File: src/design/wfsf_pkg.sv
// wfsf_pkg: shared types and constants for the frame station filter
// no dependencies; imported by the interfaces and all modules

package wfsf_pkg;

	typedef logic [47:0] mac_t;
	typedef logic [2:0]  verdict_t;
	typedef logic [0:0]  cfg_idx_t;
	typedef logic [4:0]  cfg_data_t;
	typedef logic [4:0]  ap_count_t;
	typedef logic [3:0]  channel_t;
	typedef logic [3:0]  slot_t;
	typedef logic [15:0] frame_len_t;
	typedef logic [7:0]  frame_ctrl_t;

	localparam verdict_t VERDICT_SHORT    = 3'd0;
	localparam verdict_t VERDICT_DEAUTH   = 3'd1;
	localparam verdict_t VERDICT_MGMT     = 3'd2;
	localparam verdict_t VERDICT_FILTERED = 3'd3;
	localparam verdict_t VERDICT_NO_AP    = 3'd4;
	localparam verdict_t VERDICT_STATION  = 3'd5;
	localparam verdict_t VERDICT_TABLE_WR = 3'd6;

	localparam cfg_idx_t CFG_AP_COUNT = 1'b0;
	localparam cfg_idx_t CFG_CHANNEL  = 1'b1;

	localparam ap_count_t AP_COUNT_RST = 5'd0;
	localparam channel_t  CHANNEL_RST  = 4'd1;

	localparam frame_len_t  MIN_HDR_LEN   = 16'd28;
	localparam frame_ctrl_t FC_DEAUTH     = 8'hC0;
	localparam frame_ctrl_t FC_DISASSOC   = 8'hA0;
	localparam frame_ctrl_t FC_BEACON     = 8'h80;
	localparam frame_ctrl_t FC_PROBE_REQ  = 8'h40;
	localparam frame_ctrl_t FC_PROBE_RESP = 8'h50;

	localparam mac_t MAC_BROADCAST = 48'hFFFF_FFFF_FFFF;
	localparam mac_t MAC_ZERO      = 48'h0;

	localparam logic [7:0] STA_TOTAL_MAX = 8'd255;

endpackage

File: src/design/wfsf_if.sv
// wfsf_if: valid/ready channel interfaces for frame items and result items
// depends on wfsf_pkg

interface wfsf_frame_if;
	import wfsf_pkg::*;

	logic        valid;
	logic        ready;
	logic        mode;
	frame_len_t  frame_length;
	frame_ctrl_t frame_control;
	mac_t        dest_mac;
	mac_t        src_mac;
	slot_t       entry_index;
	mac_t        ap_bssid;

	modport source (
		output valid, mode, frame_length, frame_control, dest_mac, src_mac, entry_index,
		       ap_bssid,
		input  ready
	);
	modport sink (
		input  valid, mode, frame_length, frame_control, dest_mac, src_mac, entry_index,
		       ap_bssid,
		output ready
	);
endinterface

interface wfsf_result_if;
	import wfsf_pkg::*;

	logic        valid;
	logic        ready;
	verdict_t    verdict;
	mac_t        station_mac;
	logic [3:0]  station_ap;
	channel_t    station_channel;
	logic [31:0] packet_total;
	logic [31:0] deauth_total;
	logic [7:0]  station_total;

	modport source (
		output valid, verdict, station_mac, station_ap, station_channel, packet_total,
		       deauth_total, station_total,
		input  ready
	);
	modport sink (
		input  valid, verdict, station_mac, station_ap, station_channel, packet_total,
		       deauth_total, station_total,
		output ready
	);
endinterface

File: src/design/wfsf_addr_filter.sv
// wfsf_addr_filter: flags broadcast, all-zero and listed multicast addresses
// depends on wfsf_pkg

module wfsf_addr_filter (
	input  wfsf_pkg::mac_t mac,
	output logic           rejected
);
	import wfsf_pkg::*;

	logic [7:0] b0, b1, b2, b3, b4, b5;
	logic       mcast;

	assign b0 = mac[47:40];
	assign b1 = mac[39:32];
	assign b2 = mac[31:24];
	assign b3 = mac[23:16];
	assign b4 = mac[15:8];
	assign b5 = mac[7:0];

	always_comb begin
		mcast = 1'b0;
		if (b0 == 8'h33 && b1 == 8'h33)
			mcast = 1'b1;
		if (b0 == 8'h01 && b1 == 8'h80 && b2 == 8'hC2)
			mcast = 1'b1;
		if (b0 == 8'h01 && b1 == 8'h00 && (b2 == 8'h5E || b2 == 8'h0C))
			mcast = 1'b1;
		if (b0 == 8'h01 && b1 == 8'h0C && b2 == 8'hCD &&
		    (b3 == 8'h01 || b3 == 8'h02 || b3 == 8'h04) &&
		    (b4 == 8'h00 || b4 == 8'h01))
			mcast = 1'b1;
		if (b0 == 8'h01 && b1 == 8'h00 && b2 == 8'h0C && b3 == 8'hCC &&
		    b4 == 8'hCC && (b5 == 8'hCC || b5 == 8'hCD))
			mcast = 1'b1;
		if (b0 == 8'h01 && b1 == 8'h1B && b2 == 8'h19 && b3 == 8'h00 &&
		    b4 == 8'h00 && b5 == 8'h00)
			mcast = 1'b1;
	end

	assign rejected = (mac == MAC_BROADCAST) || (mac == MAC_ZERO) || mcast;

endmodule

File: src/design/wifi_frame_station_filter.sv
// Frame station filter: takes one captured 802.11 header item (or an access point table
// write) per cycle and returns exactly one result item for each. The item passes an
// input register, is classified by the length and frame control checks, the address
// filters and a parallel compare against the AP_SLOTS table entries below the AP count,
// and lands in the result register; the next item is taken in the same cycle the result
// moves on, so the sustained rate is one item per cycle when the result side does not
// stall. A table write is seen by the item accepted right after it. Packet, deauth and
// station totals are running counters reported with every result.
// depends on wfsf_pkg, wfsf_if and wfsf_addr_filter

module wifi_frame_station_filter #(
	parameter int AP_SLOTS = 16
) (
	input  logic                clk,
	input  logic                arst_n,
	input  logic                cfg_we,
	input  wfsf_pkg::cfg_idx_t  cfg_index,
	input  wfsf_pkg::cfg_data_t cfg_wdata,
	wfsf_frame_if.sink          frame,
	wfsf_result_if.source       result
);
	import wfsf_pkg::*;

	localparam int IDX_W = (AP_SLOTS > 1) ? $clog2(AP_SLOTS) : 1;

	// configuration
	ap_count_t ap_count_q;
	channel_t  channel_q;

	// input register
	logic        s1_valid;
	logic        mode_s1;
	frame_len_t  len_s1;
	frame_ctrl_t fc_s1;
	mac_t        dst_s1;
	mac_t        src_s1;
	slot_t       slot_s1;
	mac_t        bssid_s1;

	// state
	mac_t        ap_table_q [AP_SLOTS];
	logic [31:0] pkt_cnt_q;
	logic [31:0] deauth_cnt_q;
	logic [7:0]  sta_cnt_q;

	// result register
	logic       res_valid_q;
	verdict_t   res_verdict_q;
	mac_t       res_mac_q;
	logic [3:0] res_ap_q;
	channel_t   res_ch_q;

	logic                adv_s1;
	logic                load_s1;
	logic                dst_rej, src_rej;
	logic [AP_SLOTS-1:0] src_hit, dst_hit;
	logic [IDX_W-1:0]    src_idx, dst_idx;
	logic                wr_ok;
	logic [IDX_W-1:0]    wr_addr;
	verdict_t            verdict;
	mac_t                sta_mac;
	logic [3:0]          sta_ap;
	channel_t            sta_ch;
	logic                is_frame;

	assign adv_s1      = s1_valid && (!res_valid_q || result.ready);
	assign frame.ready = !s1_valid || adv_s1;
	assign load_s1     = frame.valid && frame.ready;
	assign is_frame    = !mode_s1;

	always_ff @(posedge clk or negedge arst_n) begin
		if (!arst_n) begin
			ap_count_q <= AP_COUNT_RST;
			channel_q  <= CHANNEL_RST;
		end else if (cfg_we) begin
			unique case (cfg_index)
				CFG_AP_COUNT: ap_count_q <= cfg_wdata;
				CFG_CHANNEL:  channel_q  <= cfg_wdata[3:0];
				default:      ;
			endcase
		end
	end

	always_ff @(posedge clk or negedge arst_n) begin
		if (!arst_n) begin
			s1_valid <= 1'b0;
		end else if (load_s1) begin
			s1_valid <= 1'b1;
		end else if (adv_s1) begin
			s1_valid <= 1'b0;
		end
	end

	always_ff @(posedge clk) begin
		if (load_s1) begin
			mode_s1  <= frame.mode;
			len_s1   <= frame.frame_length;
			fc_s1    <= frame.frame_control;
			dst_s1   <= frame.dest_mac;
			src_s1   <= frame.src_mac;
			slot_s1  <= frame.entry_index;
			bssid_s1 <= frame.ap_bssid;
		end
	end

	wfsf_addr_filter u_dst_filter (
		.mac      (dst_s1),
		.rejected (dst_rej)
	);

	wfsf_addr_filter u_src_filter (
		.mac      (src_s1),
		.rejected (src_rej)
	);

	// parallel table compare, lowest matching slot wins
	always_comb begin
		for (int i = 0; i < AP_SLOTS; i++) begin
			src_hit[i] = (ap_table_q[i] == src_s1) && (32'(ap_count_q) > 32'(i));
			dst_hit[i] = (ap_table_q[i] == dst_s1) && (32'(ap_count_q) > 32'(i));
		end
	end

	always_comb begin
		src_idx = '0;
		dst_idx = '0;
		for (int i = AP_SLOTS - 1; i >= 0; i--) begin
			if (src_hit[i])
				src_idx = IDX_W'(i);
			if (dst_hit[i])
				dst_idx = IDX_W'(i);
		end
	end

	always_comb begin
		sta_mac = MAC_ZERO;
		sta_ap  = 4'd0;
		sta_ch  = 4'd0;
		if (mode_s1) begin
			verdict = VERDICT_TABLE_WR;
		end else if (len_s1 < MIN_HDR_LEN) begin
			verdict = VERDICT_SHORT;
		end else if (fc_s1 == FC_DEAUTH || fc_s1 == FC_DISASSOC) begin
			verdict = VERDICT_DEAUTH;
		end else if (fc_s1 == FC_BEACON || fc_s1 == FC_PROBE_REQ || fc_s1 == FC_PROBE_RESP) begin
			verdict = VERDICT_MGMT;
		end else if (dst_rej || src_rej) begin
			verdict = VERDICT_FILTERED;
		end else if (|src_hit) begin
			verdict = VERDICT_STATION;
			sta_mac = dst_s1;
			sta_ap  = 4'(src_idx);
			sta_ch  = channel_q;
		end else if (|dst_hit) begin
			verdict = VERDICT_STATION;
			sta_mac = src_s1;
			sta_ap  = 4'(dst_idx);
			sta_ch  = channel_q;
		end else begin
			verdict = VERDICT_NO_AP;
		end
	end

	assign wr_ok   = 32'(slot_s1) < 32'(AP_SLOTS);
	assign wr_addr = IDX_W'(slot_s1);

	always_ff @(posedge clk) begin
		if (adv_s1 && mode_s1 && wr_ok)
			ap_table_q[wr_addr] <= bssid_s1;
	end

	always_ff @(posedge clk or negedge arst_n) begin
		if (!arst_n) begin
			pkt_cnt_q    <= 32'd0;
			deauth_cnt_q <= 32'd0;
			sta_cnt_q    <= 8'd0;
		end else if (adv_s1) begin
			if (is_frame)
				pkt_cnt_q <= pkt_cnt_q + 32'd1;
			if (verdict == VERDICT_DEAUTH)
				deauth_cnt_q <= deauth_cnt_q + 32'd1;
			if (verdict == VERDICT_STATION && sta_cnt_q != STA_TOTAL_MAX)
				sta_cnt_q <= sta_cnt_q + 8'd1;
		end
	end

	always_ff @(posedge clk or negedge arst_n) begin
		if (!arst_n) begin
			res_valid_q <= 1'b0;
		end else if (adv_s1) begin
			res_valid_q <= 1'b1;
		end else if (result.ready) begin
			res_valid_q <= 1'b0;
		end
	end

	always_ff @(posedge clk) begin
		if (adv_s1) begin
			res_verdict_q <= verdict;
			res_mac_q     <= sta_mac;
			res_ap_q      <= sta_ap;
			res_ch_q      <= sta_ch;
		end
	end

	// counters change only together with the result register
	assign result.valid           = res_valid_q;
	assign result.verdict         = res_verdict_q;
	assign result.station_mac     = res_mac_q;
	assign result.station_ap      = res_ap_q;
	assign result.station_channel = res_ch_q;
	assign result.packet_total    = pkt_cnt_q;
	assign result.deauth_total    = deauth_cnt_q;
	assign result.station_total   = sta_cnt_q;

`ifndef SYNTHESIS
	a_sta_monotonic: assert property (@(posedge clk) disable iff (!arst_n)
		sta_cnt_q >= $past(sta_cnt_q))
		else $error("station total decreased");

	a_pkt_hold: assert property (@(posedge clk) disable iff (!arst_n)
		!(adv_s1 && is_frame) |=> $stable(pkt_cnt_q))
		else $error("packet total changed without a frame item");

	a_pkt_step: assert property (@(posedge clk) disable iff (!arst_n)
		(adv_s1 && is_frame) |=> pkt_cnt_q == $past(pkt_cnt_q) + 32'd1)
		else $error("packet total did not step");

	a_ready_when_empty: assert property (@(posedge clk) disable iff (!arst_n)
		!res_valid_q |-> frame.ready)
		else $error("input stalled while result register empty");

	a_station_fields: assert property (@(posedge clk) disable iff (!arst_n)
		(res_valid_q && res_verdict_q != VERDICT_STATION) |->
		(res_mac_q == MAC_ZERO && res_ap_q == 4'd0 && res_ch_q == 4'd0))
		else $error("station fields set on a non-station result");
`endif

endmodule

File: src/flat_wrapper.sv
// flat-port wrapper written by rule: the top's interface ports become plain ports
module wifi_frame_station_filter_flat import wfsf_pkg::*;
#(
	parameter int AP_SLOTS = 16
)
  (clk, arst_n, cfg_we, cfg_index, cfg_wdata, frame_valid, frame_mode, frame_frame_length, frame_frame_control, frame_dest_mac, frame_src_mac, frame_entry_index, frame_ap_bssid, frame_ready, result_valid, result_verdict, result_station_mac, result_station_ap, result_station_channel, result_packet_total, result_deauth_total, result_station_total, result_ready);
  wfsf_frame_if frame_i ();
  wfsf_result_if result_i ();
  input  logic clk;
  input  logic arst_n;
  input  logic cfg_we;
  input  wfsf_pkg::cfg_idx_t cfg_index;
  input  wfsf_pkg::cfg_data_t cfg_wdata;
  input wire logic [$bits(frame_i.valid)-1:0] frame_valid;
  input wire logic [$bits(frame_i.mode)-1:0] frame_mode;
  input wire logic [$bits(frame_i.frame_length)-1:0] frame_frame_length;
  input wire logic [$bits(frame_i.frame_control)-1:0] frame_frame_control;
  input wire logic [$bits(frame_i.dest_mac)-1:0] frame_dest_mac;
  input wire logic [$bits(frame_i.src_mac)-1:0] frame_src_mac;
  input wire logic [$bits(frame_i.entry_index)-1:0] frame_entry_index;
  input wire logic [$bits(frame_i.ap_bssid)-1:0] frame_ap_bssid;
  output wire logic [$bits(frame_i.ready)-1:0] frame_ready;
  output wire logic [$bits(result_i.valid)-1:0] result_valid;
  output wire logic [$bits(result_i.verdict)-1:0] result_verdict;
  output wire logic [$bits(result_i.station_mac)-1:0] result_station_mac;
  output wire logic [$bits(result_i.station_ap)-1:0] result_station_ap;
  output wire logic [$bits(result_i.station_channel)-1:0] result_station_channel;
  output wire logic [$bits(result_i.packet_total)-1:0] result_packet_total;
  output wire logic [$bits(result_i.deauth_total)-1:0] result_deauth_total;
  output wire logic [$bits(result_i.station_total)-1:0] result_station_total;
  input wire logic [$bits(result_i.ready)-1:0] result_ready;
  assign frame_i.valid = frame_valid;
  assign frame_i.mode = frame_mode;
  assign frame_i.frame_length = frame_frame_length;
  assign frame_i.frame_control = frame_frame_control;
  assign frame_i.dest_mac = frame_dest_mac;
  assign frame_i.src_mac = frame_src_mac;
  assign frame_i.entry_index = frame_entry_index;
  assign frame_i.ap_bssid = frame_ap_bssid;
  assign frame_ready = frame_i.ready;
  assign result_valid = result_i.valid;
  assign result_verdict = result_i.verdict;
  assign result_station_mac = result_i.station_mac;
  assign result_station_ap = result_i.station_ap;
  assign result_station_channel = result_i.station_channel;
  assign result_packet_total = result_i.packet_total;
  assign result_deauth_total = result_i.deauth_total;
  assign result_station_total = result_i.station_total;
  assign result_i.ready = result_ready;
  wifi_frame_station_filter #(.AP_SLOTS(AP_SLOTS)) u_core (.clk(clk), .arst_n(arst_n), .cfg_we(cfg_we), .cfg_index(cfg_index), .cfg_wdata(cfg_wdata), .frame(frame_i), .result(result_i));
endmodule
File: config.mk
export PLATFORM = sky130hd
export DESIGN_NAME = wifi_frame_station_filter_flat
export DESIGN_NICKNAME = d
export VERILOG_FILES = /design/src/design/wfsf_pkg.sv /design/src/design/wfsf_if.sv /design/src/design/wfsf_addr_filter.sv /design/src/design/wifi_frame_station_filter.sv /design/src/flat_wrapper.sv
export SDC_FILE = /design/constraint.sdc
export NUM_CORES = 2
export LEC_CHECK = 0
export ABC_CLOCK_PERIOD_IN_PS = 11230
export BUFFER_PORTS_ARGS = -buffer_cell sky130_fd_sc_hd__buf_2
export CORE_MARGIN = 4
export CORE_UTILIZATION = 61
export CTS_CLUSTER_SIZE = 40
export DETAILED_ROUTE_END_ITERATION = 12
export GPL_TIMING_DRIVEN = 0
export PLACE_DENSITY_LB_ADDON = 0.12
export SYNTH_ARGS = -nofsm -noshare
export SYNTH_HDL_FRONTEND = slang
export SYNTH_HIERARCHICAL = 1
export SYNTH_SLANG_ARGS = --single-unit
File: constraint.sdc
create_clock -name clk -period 11.23 [get_ports clk]
set_clock_uncertainty 0.2 [all_clocks]
set_input_delay 0.5615 -clock clk [delete_from_list [all_inputs] [get_ports clk]]
set_output_delay 0.5615 -clock clk [all_outputs]
set_load 0.01 [all_outputs]
### Yosys cells after proc, flatten, opt, wreduce, memory -nomap -nowiden

Memories as Yosys holds them, arrays and structs flattened.
Cells that the tools add are included.

| storage, ports and cells | value |
|---|---|
| bits in registers | 315 |
| bits in writable memories | 768 |
| input bits | 184 |
| output and inout bits | 133 |
| memories kept | 1 |

| cells by class | value |
|---|---|
| add/sub/neg operators | 3 |
| magnitude comparators | 17 |
| eq/ne operators | 80 |
| muxes and demuxes | 63 |
| bitwise operators | 2 |
| reductions and logical operators | 114 |

Memory list:

| name | words | width | rd ports | clocked after memory_dff | write ports | line | RTL |
|---|---|---|---|---|---|---|---|
| u_core.ap_table_q | 16 | 48 | 16 | 0 | 1 | wifi_frame_station_filter.sv:41 | `mac_t ap_table_q [AP_SLOTS];` |

Operators with widths:

| cell | number |
|---|---|
| $eq A48 B48 Y1 | 32 |
| $mux W4 | 36 |
| $eq A8 B8 Y1 const B | 17 |
| $eq A48 B48 Y1 const B | 2 |
| $logic_not A48 Y1 | 2 |
| $mux W48 | 2 |
| $logic_and A1 B1 Y1 | 72 |
| $add A32 B1 Y32 const B | 2 |
| $logic_not A8 Y1 | 8 |
| $eq A8 B1 Y1 const B | 6 |
| $gt A5 B4 Y1 const B | 8 |
| $eq A8 B4 Y1 const B | 4 |
| $eq A8 B5 Y1 const B | 4 |
| $eq A8 B6 Y1 const B | 4 |
| $eq A8 B7 Y1 const B | 4 |
| $reduce_or A16 Y1 | 2 |
| $gt A5 B3 Y1 const B | 4 |
| $logic_or A1 B1 Y1 | 20 |
| $mux W1 | 19 |
| $mux W3 | 6 |
| $eq A8 B2 Y1 const B | 2 |
| $eq A8 B3 Y1 const B | 2 |
| $lt A16 B5 Y1 const B | 1 |
| $gt A5 B1 Y1 const B | 2 |
| 10 further kinds | 18 |

### Longest topological paths before layout

An unclocked memory read counts as a cell.

| logic depth | value |
|---|---|
| word-level depth | 21 |
| gate-level depth with buffers | 14 |
| mapped depth without buffers | 11 |

### Hierarchy

Netlist, hierarchy kept.

By module, submodules not included:

| module | instances | cells each | area an instance (um2) | seq. area each (um2) |
|---|---|---|---|---|
| wifi_frame_station_filter | 1 | 3935 | 53431.2 | 32047.0 |
| wfsf_addr_filter | 2 | 65 | 400.4 | 0.0 |

### Least setup slack after synthesis

Ideal clock, no wire load.

| path | value |
|---|---|
| kind | input port to flip-flop |
| start | input port result_ready |
| end | memory u_core/ap_table_q[0][0] (netlist bit), enable pin |
| setup time | 0.513 ns |
| arrival time | 5.938 ns |
| data required time | 10.517 ns |
| path slack | 4.580 ns |
| stages | 6 |
| path through | nand2b_1 > nand2_1 > inv_1 > nand2_1 > or3_1 > nor3_1 |

| between the ends | value |
|---|---|
| word-level cells in the longest chain between the ends | 5 |

RTL lines:

| element | line | RTL |
|---|---|---|
| start, declared | flat_wrapper.sv:31 | `input wire logic [$bits(result_i.ready)-1:0] result_ready;` |
| $logic_or A1 B1 Y1 | wifi_frame_station_filter.sv:66 | `assign adv_s1 = s1_valid && (!res_valid_q \|\| result.ready);` |
| $logic_and A1 B1 Y1 | wifi_frame_station_filter.sv:66 |  |
| named net u_core.adv_s1 | wifi_frame_station_filter.sv:53 | `logic adv_s1;` |
| $logic_and A1 B1 Y1 | wifi_frame_station_filter.sv:168 | `if (adv_s1 && mode_s1 && wr_ok)` |
| $mux W1 | wifi_frame_station_filter.sv:168 |  |
| $mux W1 (implied by the code) | wifi_frame_station_filter.sv:169 | `ap_table_q[wr_addr] <= bssid_s1;` |
| end, declared | wifi_frame_station_filter.sv:41 |  |

The timed path passes the listed nets, and every way through them passes these cells.

### Worst setup path in the final report

| path | value |
|---|---|
| start | register u_core.src_s1[47] |
| end | register u_core.res_ap_q[1], in the netlist u_core/result.station_ap[1] (data pin) |

| between the ends | value |
|---|---|
| word-level cells in the longest chain between the ends | 19 |
| elaborated cells on any way between the ends | 82 |
| those cells by class | eq/ne: 19; mux: 23; reduce/logical: 40 |

RTL lines:

| element | line | RTL |
|---|---|---|
| start, declared | wifi_frame_station_filter.sv:36 | `mac_t src_s1;` |
| start signal, assigned | wifi_frame_station_filter.sv:100 | `src_s1 <= frame.src_mac;` |
| $eq A48 B48 Y1 | wifi_frame_station_filter.sv:119 | `src_hit[i] = (ap_table_q[i] == src_s1) && (32'(ap_count_q) > 32'(i));` |
| $logic_and A1 B1 Y1 | wifi_frame_station_filter.sv:119 |  |
| $mux W4 (16 in a row) | wifi_frame_station_filter.sv:128 | `if (src_hit[i])` |
| $mux W4 | wifi_frame_station_filter.sv:149 | `end else if (\|src_hit) begin` |
| end signal, assigned | wifi_frame_station_filter.sv:201 | `res_ap_q <= sta_ap;` |
| end, declared | wifi_frame_station_filter.sv:50 | `logic [3:0] res_ap_q;` |

Several ways; a longest one is shown, not always the timed one.
A chain may end at the register's enable or synchronous reset.

==> impl_results.md <==
- 1st-pass router iterations: 8
- Post-CTS Resized: 0
- WS Path Type: register to register
- CTS Hold Bufs: 180
- DRC viols: 0
- EDFF count, synth: 998
- FILL cells: 5671
- Critical path's most frequent cell: buf_2
- Biggest area consumer among synthesized cells: edfxtp_1
- Reg clk slew, reported paths: 0.07 ns
- Global-route wire length before repair: 344000 um
- NumNets Final: 4952
- Crit. End Element: register
- Input/output buffers: 314
- Cell variety after synth: 81
- Cell Count, Final, Fillers Out: 6070
- Post-Syn Nets: 4252
- Die area: 93700 um2
- Cts bufs inserted: 111
- Vias/cell: 7.22
- PnR Total Power: 9.73 mW
- DRT antenna net count: 0
- Crit path cell chain: buf_2, buf_2, xor2_1, nor4_1, nand4_1, nor4_1, and4_1, nor3_1, nand4_2, buf_2, nand2_1, o31ai_1
- DIE WIDTH: 306 um
- CP Data Arrival Time: 6.32 ns
- Crit path required time: 11.48 ns
- Cells on worst reg2reg path: 12
- Worst slew pin tran: 1.80 ns
- Syn Std Cell Area: 54200 um2
- Total track usage: 54.5%
- DP HPWL: 172000 um
- Crit-path slowest cell: buf_2
- Rows: 109
- Leak: 22.5 nW
- Async set or reset register ratio after synthesis: 7.68%
- Vias in the first global route: 41333
- Core ar.: 88200 um2
- Seq/Total Area, Yosys: 59.1%
- Max Cap Viol: 3
- Mapped Cells: 4065
- Total grt overflow: 0
- R2r startpoint: u_core/src_s1[47]
- Status: complete, but fails checks
- Worst min path class: input pin to async pin
- Final Cycle Share: 54.1%
- Total setup buffers inserted after CTS: 0
- Initial DRC count: 9993
- Setup-failing EPs final: 0
- Met3 wire len: 47100 um
- Syn_area_per_cell: 13.3 um2
- RSZ-0062 raised after global routing: false
- Clock Latency Late Sink: 0.72 ns
- Share of the synthesized area in the top cell type: 55.3%
- Top post-synthesis cells by area: edfxtp_1, xnor2_1, xor2_1, dfrtp_1, nand4_1
- Initial core utilization: 61.5%
- Post-Place Cells: 5635
- Metal2 WL: 104000 um
- Peak supply drop: 0.181 mV
- Post-synthesis register bit count: 1081
- Pin count of the biggest net entering global routing: 78
- Max FO, Critical Path: 10
- Top FF cell, synth: edfxtp_1
- Routed len/inst: 43.1 um
- Fin. Hold Viols: 0
- Crit path from: u_core/src_s1[47]
- Setup TNS: 0 ns
- Root buf cell: clkbuf_16
- Clock Tree Buf Depth: 3
- Die Ht: 306 um
- Reg2reg end: u_core/result.station_ap[1]
- Uppermost layer routed: met5
- Dpl ws: 5.76 ns
- Proportion of layout cells with a drive suffix above 1: 17.3%
- Final Core Density: 73.6%
- Register cell area after layout: 32000 um2
- CP endpoint: u_core/result.station_ap[1]
- Antenna violations before repair: 38
- Vias after detailed routing: 43852
- Area delta synth->final: 19.8%
- # H-tree levels: 3
- Startpoint Class: register
- Fmax: 165 MHz
- Relative slew slack: -19.7%
- PwrDens: 150 nW/um2
- Top-count cell post-synth: edfxtp_1
- GPL Wtd Cong: 1.07
- Violated checks: max-capacitance violations, max-slew violations
- Wl on met1: 82000 um
- Synth warn: 6
- R2r setup slk: 5.16 ns
- Total Wirelength: 262000 um
- Sink Count: 1081
- Final min period: 6.07 ns
- Commonest cells post-synth: edfxtp_1, xnor2_1, xor2_1
- I/O pins: 317
- CTS tree: done
- CP max stage delay: 0.80 ns
- Final setup margin: 5.16 ns
- Final slew viol count: 51
- Area of the multi-input gates: 20900 um2
[power breakdown]
part	switching (mW)	total (mW)	internal (mW)
logic	0.884	1.29	0.402
registers	0.150	4.66	4.51
clock network	1.67	3.78	2.11
[worst min path at each step]
stage | endpoint | cells after the start | slack, ns | startpoint
5_1_grt | u_core/result.deauth_total[0] | 2 | 0.09 | arst_n
3_5_place_dp | u_core/result.deauth_total[28] | 1 | 0.25 | arst_n
2_1_floorplan | u_core/ap_count_q[0] | 0 | 0.07 | arst_n
4_1_cts | u_core/result.deauth_total[28] | 2 | 0.06 | arst_n
3_3_place_gp | u_core/result.packet_total[31] | 1 | 0.25 | u_core/result.packet_total[31]
6_report | u_core/result.deauth_total[0] | 2 | 0.07 | arst_n
[per-layer routing]
| layer | track usage, % | vias up |
|---|---|---|
| met4 | 45.3 | 4 |
| met1 | 67.9 | 20975 |
| met5 | 0 | - |
| li1 | - | 16081 |
| met2 | 74.9 | 5260 |
| met3 | 21.3 | 1532 |
[final cells by class]
| cell class | count | area share (%) |
|---|---|---|
| antenna | 46 | 0.177 |
| buffer | 218 | 2.00 |
| clock buffer | 146 | 4.62 |
| clock inverter | 61 | 0.943 |
| inverter | 18 | 0.104 |
| multi-input combinational | 2748 | 32.2 |
| sequential | 1081 | 49.3 |
| tap | 1165 | 2.24 |
| timing repair buffer | 587 | 8.36 |
[state kept, by name, indices dropped and copies added (netlist names), 3 cells and up]
register and cells:
u_core/slot_s1 4, u_core/result.verdict 3, u_core/ap_count_q 5, u_core/result.station_mac 48
u_core/bssid_s1 48, u_core/result.packet_total 32, u_core/dst_s1 48, u_core/src_s1 48
u_core/ap_table_q 768, u_core/result.deauth_total 32, u_core/fc_s1 8, u_core/len_s1 14
u_core/channel_q 4, u_core/result.station_channel 4, u_core/result.station_ap 4, u_core/result.station_total 8
[worst max-delay path: cells and delay by family, from the launching register on]
family,cells,cell delay [ns]
and+or+nand+nor,7,2.65
buffers and inverters,3,1.77
DFF,1,0.54
AOI/OAI and AO/OA,1,0.45
xor gates and xnor gates,1,0.14
[metrics by stage]
stage               hold WS, ns  cell area [um2]
floorplan                0.0659            54200
global placement          0.254            57300
detailed placement        0.246            59400
CTS                      0.0615            64800
global route             0.0887            64900
finish                   0.0738            65000
[cells in the final DEF, fill, tap and decap left out, drive strengths merged, types with 8 or more instances in the layout]
| cell | instances |
|---|---|
| or4 | 20 |
| a21oi | 14 |
| xor2 | 796 |
| o21ai | 8 |
| mux2 | 13 |
| nor2b | 10 |
| dfrtp | 82 |
| nand2 | 168 |
| dlygate4sd3 | 180 |
| clkinv | 44 |
| inv | 19 |
| and3 | 14 |
| nand3 | 67 |
| bufinv | 10 |
| clkbuf | 157 |
| edfxtp | 998 |
| buf | 614 |
| nor3 | 52 |
| diode | 46 |
| nand4 | 260 |
| nor4 | 261 |
| nand2b | 13 |
| o21a | 47 |
| xnor2 | 799 |
| nor2 | 119 |
[cell families after synthesis]
group | after synthesis | share of synthesized area [%]
flip-flops | 1081 | 59.1
multiplexers | 13 | 0.277
XOR/XNOR | 1595 | 25.8
AO/OA/AOI/OAI | 114 | 1.63
adder cells (fa/ha/maj) | 3 | 0.0692
AND/OR/NAND/NOR | 1023 | 10.6
buffers and inverters | 236 | 2.53
No activity file was read; power rests on OpenSTA's default activity.
